<file path="src/hw/rtl/satc_ram.sv">
// generic single-port-write, single-port-read ram with registered read data
// no dependencies
module satc_ram #(
  parameter int unsigned Width = 8,
  parameter int unsigned Depth = 32
) (
  input  logic                     clk_i,
  input  logic                     we_i,
  input  logic [$clog2(Depth)-1:0] waddr_i,
  input  logic [Width-1:0]         wdata_i,
  input  logic [$clog2(Depth)-1:0] raddr_i,
  output logic [Width-1:0]         rdata_o
);

  logic [Width-1:0] mem_q [Depth];
  logic [Width-1:0] rdata_q;

  always_ff @(posedge clk_i) begin
    if (we_i) begin
      mem_q[waddr_i] <= wdata_i;
    end
    rdata_q <= mem_q[raddr_i];
  end

  assign rdata_o = rdata_q;

endmodule

</file>
<file path="config.mk">
export PLATFORM = sky130hd
export DESIGN_NAME = satc_ram
export DESIGN_NICKNAME = d
export VERILOG_FILES = /design/src/hw/rtl/satc_ram.sv
export SDC_FILE = /design/constraint.sdc
export NUM_CORES = 1
export LEC_CHECK = 0
export BUFFER_PORTS_ARGS = -buffer_cell sky130_fd_sc_hd__clkbuf_2
export CORE_UTILIZATION = 40
export DETAILED_ROUTE_END_ITERATION = 6
export GPL_TIMING_DRIVEN = 0
export PLACE_DENSITY_LB_ADDON = 0.08
export SLEW_MARGIN = 40
export SYNTH_ARGS = -nofsm -noshare
export SYNTH_HDL_FRONTEND = slang
export SYNTH_SLANG_ARGS = --single-unit
</file>
<file path="constraint.sdc">
create_clock -name clk_i -period 2.15 [get_ports clk_i]
set_clock_uncertainty 0.1 [all_clocks]
set_input_delay 0.1075 -clock clk_i [delete_from_list [all_inputs] [get_ports clk_i]]
set_output_delay 0.1075 -clock clk_i [all_outputs]
set_load 0.01 [all_outputs]
</file>
After elaboration in Yosys (flattened, before gate mapping)

Memory sizes are Yosys's and may differ from the RTL's. A register that Yosys moved wholly into a read port is not among the register bits.
Index checks and enable logic that the tools add are counted.

Memory bits (writable): 256
Register bits after elaboration: 0
Input bits: 20
Memories kept: 1
Logic and storage cells: 3

Muxes and demuxes: 2

Memories:

| name  | depth | width | read ports | clocked after memory_dff | write ports | RTL line | text |
|---|---|---|---|---|---|---|---|
| mem_q | 32    | 8     | 1          | 1                        | 1           | 15       | `logic [Width-1:0] mem_q [Depth];` |

Operators by type and width:

| kind             | count |
|---|---|
| 1-bit 2-to-1 mux | 2 |

Longest topological paths before layout

Depth after elaboration: 2
Mapped depth: 5
Depth with buffers taken out: 3

Least setup slack after synthesis

OpenSTA, ideal clock, no wires.

Kind: input to register
Start: input port raddr_i[2]
End: register rdata_q[0], in the netlist rdata_o[0], read port of mem_q
Buffers on the path: 2
Setup slack: 140 ps
Cell stages on the path: 5
Data arrival time: 1789 ps
Cell sequence: clkbuf_1 -> clkbuf_1 -> mux4_2 -> mux4_2 -> mux2_2

RTL lines:

| element     | RTL line | text |
|---|---|---|
| from (decl) | 11       | `input logic [$clog2(Depth)-1:0] raddr_i,` |
| to (decl)   | 16       | `logic [Width-1:0] rdata_q;` |

==> results summary <==
The time the final worst path needs with I/O delays and setup came out at 1.94 ns. The worst hold path terminates at rdata_o[7]$_DFF_P_. Setup repair after global routing left no endpoint under its margin.

The initial antenna violation count came out at 0. Measured against its own limit, the worst slew margin works out to 0.457. The arrival time reported for the critical path endpoint is 2.25 ns. The starting density of the core came out at 0.411.

The post-route non-filler standard cell count came out at 815. In this design, the critical path's most frequently occurring cell is sky130_fd_sc_hd__mux4_2. The average cell area after synthesis is 24.1 sq um. The die width is 161 microns. Clock-pin slew was measured on the worst setup and hold paths at 0.06 ns. The final-layout fill cell count is 2017. The wire-length estimate of the detail-placed layout is between 10 and 15 mm.

For this run, the detailed router's first-pass iteration total came to 4. The signal on the critical path passes through mux4_2, mux4_2, mux2_2. The worst register-to-register path ends at rdata_o[3]$_DFF_P_. The synthesized netlist occupies a cell area of 10100 sq um. TritonCTS created 28 clock buffers. The critical path is of the flop to flop type. met1 is the most crowded layer.

At the end of routability-driven placement, the weighted congestion stood at 0.756. The Yosys step of the flow raised 0 warnings. The flow ran to the end, and the final reports show no timing, DRC or antenna violations.

The TritonCTS clock tree is done. The number of setup violations in the final report came out at 0. Dividing the final minimum period by the clock period gives 0.901. For the pin with the worst max-slew slack, the measured transition is approximately 0.81 ns. STA classifies the critical path startpoint as a flop.

Summed over all layers, the routed wires come to around 22 mm. The cell sitting at the root of the clock tree is a sky130_fd_sc_hd__clkbuf_16. The worst-case reg-to-reg path depth is 3. The residual antenna-violating net count after detailed routing is 0. The overall global routing resource usage came out at 0.177. The net switching power figure is 2.26 mW. Broken down by cell family, the worst path's largest delay share belongs to multiplexers.

The total count of max-transition violations in the final report came out at 0. From bottom edge to top edge, the die measures 161 microns. The area growth from synthesis to final layout came out at 15.0%. The total I/O pin count is 28.

The register bit total from synthesis is 264. The worst-case setup slack after placement came out at -0.664 ns. The via count of the first global-routing pass came out at 4596. The number of failing hold endpoints at the final stage is 0. The delay contributed by the slowest stage of the critical path is 0.53 ns. The clock share of power came out at 0.435.

In this run the critical register-to-register path is launched from mem_q[21][3]$_DFFE_PP_. The post-placement cell count came out at 763. Setup slack on the worst reg-to-reg path comes out at 0.21 ns. The H-tree level count is 1.

The number of clock sinks is 264. The post-synth net total is 437. The final route contains 4469 vias. The worst path setup slack after routing came out at 0.213 ns. For the worst setup path, the data required time is between 2 and 2.5 ns. Power spread over the standard cell area amounts to about 960 nW/um^2. The average wire length per cell after detail routing is ~27 microns. The count of buffers from port buffering is 22.

The part of the total power dissipated in combinational logic is 0.051. The post-layout total power is 11.2 mW. The first-pass GRT wire length is 32.2 mm. The number of core rows came out at 57. The total negative slack for setup checks is 0 ns. Post-CTS timing repair inserted 0 buffers for setup. The later pin in the worst-skew pair is clocked with a latency of between 0.5 and 0.6 ns. STA classifies the critical path endpoint as a flop. The overflow left after global routing came out at 0. The met2 track demand over resource is 0.261.

The switching fraction of total power is 0.203. The share of the Yosys chip area taken by registers is 0.781. The largest driver fanout on the critical path came out at 1. The share of post-route cells with drive strength above 1 is 0.391. The min-delay analysis places its worst path in the category input pin to flop. The average via count per standard cell is 5.48. The floorplan die area is between 20000 and 30000 sq um.

The final standard cell area without fillers is 11600 sq um. The maximum number of pins on one net before global-route repair is 33. The post-placement cell area is 10600 sq um.

The clock passes through at most 3 buffers. Counting every instance in the synthesized netlist gives 417. The fmax came out at 516 MHz. Across the VDD grid, the largest voltage drop is 0.587 mV. The share of total power dissipated in sequential elements is 0.515. The detailed-route DRC error count came out at 0. The final antenna diode count is 0. The max-capacitance violation count is 0.

The number of cells on the worst hold path came out at 2. For this design the static power due to leakage is around 3.6 nW. The total core area is ~24000 sq um. The net count of the finished layout is 489.

The startpoint of the most critical hold path is raddr_i[3]. The cell internal power dissipation is 8.90 mW. The slowest stage of the critical path belongs to the cell sky130_fd_sc_hd__mux4_2. The count of routing violations after the opening detailed-route iteration came out at 379. The number of distinct library cells after synthesis came out at 15.

For met3 alone, demand over resource in global routing was 0.0271. The buffering stage count on the worst path with inverters included came out at 0. The met1 track demand over resource came out at 0.277.
## worst max path at each step
stage                                      start                 end  slack, ns  cells past startpoint
after floorplan                       raddr_i[2]  rdata_o[0]$_DFF_P_       0.14                      5
after global placement                raddr_i[2]  rdata_o[2]$_DFF_P_      -0.66                      5
after detailed placement              raddr_i[2]  rdata_o[4]$_DFF_P_      -0.66                      5
after CTS                             raddr_i[2]  rdata_o[4]$_DFF_P_       0.20                      5
after global routing                  raddr_i[2]  rdata_o[4]$_DFF_P_       0.15                      5
final                     mem_q[21][3]$_DFFE_PP_  rdata_o[3]$_DFF_P_       0.21                      3
## cell usage in the layout (no fill, tap or decap), types with 3 or more instances in the layout
cell type,n
sky130_fd_sc_hd__edfxtp_1,256
sky130_fd_sc_hd__mux4_2,80
sky130_fd_sc_hd__clkbuf_16,29
sky130_fd_sc_hd__clkbuf_2,25
sky130_fd_sc_hd__nor2_2,22
sky130_fd_sc_hd__nor2_1,11
sky130_fd_sc_hd__clkbuf_1,9
sky130_fd_sc_hd__mux2_2,8
sky130_fd_sc_hd__clkinv_2,8
sky130_fd_sc_hd__dfxtp_1,8
sky130_fd_sc_hd__buf_4,6
sky130_fd_sc_hd__buf_2,5
sky130_fd_sc_hd__nand3b_1,5
sky130_fd_sc_hd__clkinv_1,4
sky130_fd_sc_hd__bufinv_16,4
sky130_fd_sc_hd__or3b_2,3
## worst reg2reg max path: stages (launching register included)
cell                       delay [ns]
sky130_fd_sc_hd__edfxtp_1        0.37
sky130_fd_sc_hd__mux4_2          0.53
sky130_fd_sc_hd__mux4_2          0.52
sky130_fd_sc_hd__mux2_2          0.30
## timing repair
item                       in CTS  in global routing
hold endpoints to repair        0                  0
hold buffers                    0                  0
setup endpoints to repair       8                  0
resized for setup               6                  0
## synthesized netlist by cell type
cell type / instances / area (sq um)
sky130_fd_sc_hd__nand3b_1: 5 / 37.5
sky130_fd_sc_hd__or3_1: 1 / 6.26
sky130_fd_sc_hd__buf_1: 6 / 22.5
sky130_fd_sc_hd__dfxtp_1: 8 / 160
sky130_fd_sc_hd__mux4_2: 80 / 1800
sky130_fd_sc_hd__buf_2: 1 / 5.00
sky130_fd_sc_hd__nand2_1: 1 / 3.75
sky130_fd_sc_hd__buf_6: 1 / 11.3
sky130_fd_sc_hd__buf_4: 6 / 45.0
sky130_fd_sc_hd__nand3_1: 2 / 10.0
sky130_fd_sc_hd__clkbuf_1: 6 / 22.5
sky130_fd_sc_hd__nor2_1: 33 / 124
sky130_fd_sc_hd__edfxtp_1: 256 / 7690
sky130_fd_sc_hd__mux2_2: 8 / 90.1
sky130_fd_sc_hd__or3b_2: 3 / 26.3
## area by class of cell
cell class	count	area, sq um	share of cell area
plain buffers	20	115	0.00995
repair buffers	22	110	0.00952
clock buffers	35	748	0.0647
multi-input cells	133	2150	0.186
well taps	324	405	0.0351
flip-flops and latches	264	7850	0.679
clock inverters	17	184	0.0159
## per-stage QoR
stage,hold slack (ns),utilization
6_report,0.0663,0.473
5_1_grt,0.0748,0.473
4_1_cts,0.0511,0.471
3_5_place_dp,0.398,0.433
3_3_place_gp,0.400,0.432
2_1_floorplan,0.106,-
## registers in the layout, indices dropped and copies added (netlist names)
| register | flops |
|---|---|
| mem_q | 256 |
| rdata_o | 8 |
## cell families after synthesis
logic type             Yosys count  share of synthesized area
buffers and inverters           20                     0.0106
flip-flops                     264                      0.781
multiplexers                    88                      0.188
AND/OR/NAND/NOR                 45                     0.0207
## power by group through the flow
stage | registers [mW] | clock network, mW | logic [mW]
finish | 5.74 | 4.85 | 0.567
global route | 5.75 | 5.16 | 0.612
CTS | 5.74 | 4.95 | 0.580
detailed placement | 5.85 | 0 | 0.579
global placement | 5.85 | 0 | 0.566
floorplan | 5.86 | 0 | 0.305
## routing by layer
| metal | vias to the layer above | part of all wire |
|---|---|---|
| li1 | 1891 | - |
| met1 | 2427 | 0.48 |
| met2 | 115 | 0.44 |
| met3 | 36 | 0.054 |
| met4 | 0 | 0.023 |
| met5 | - | 0 |
Power figures use the tool's default switching activity.
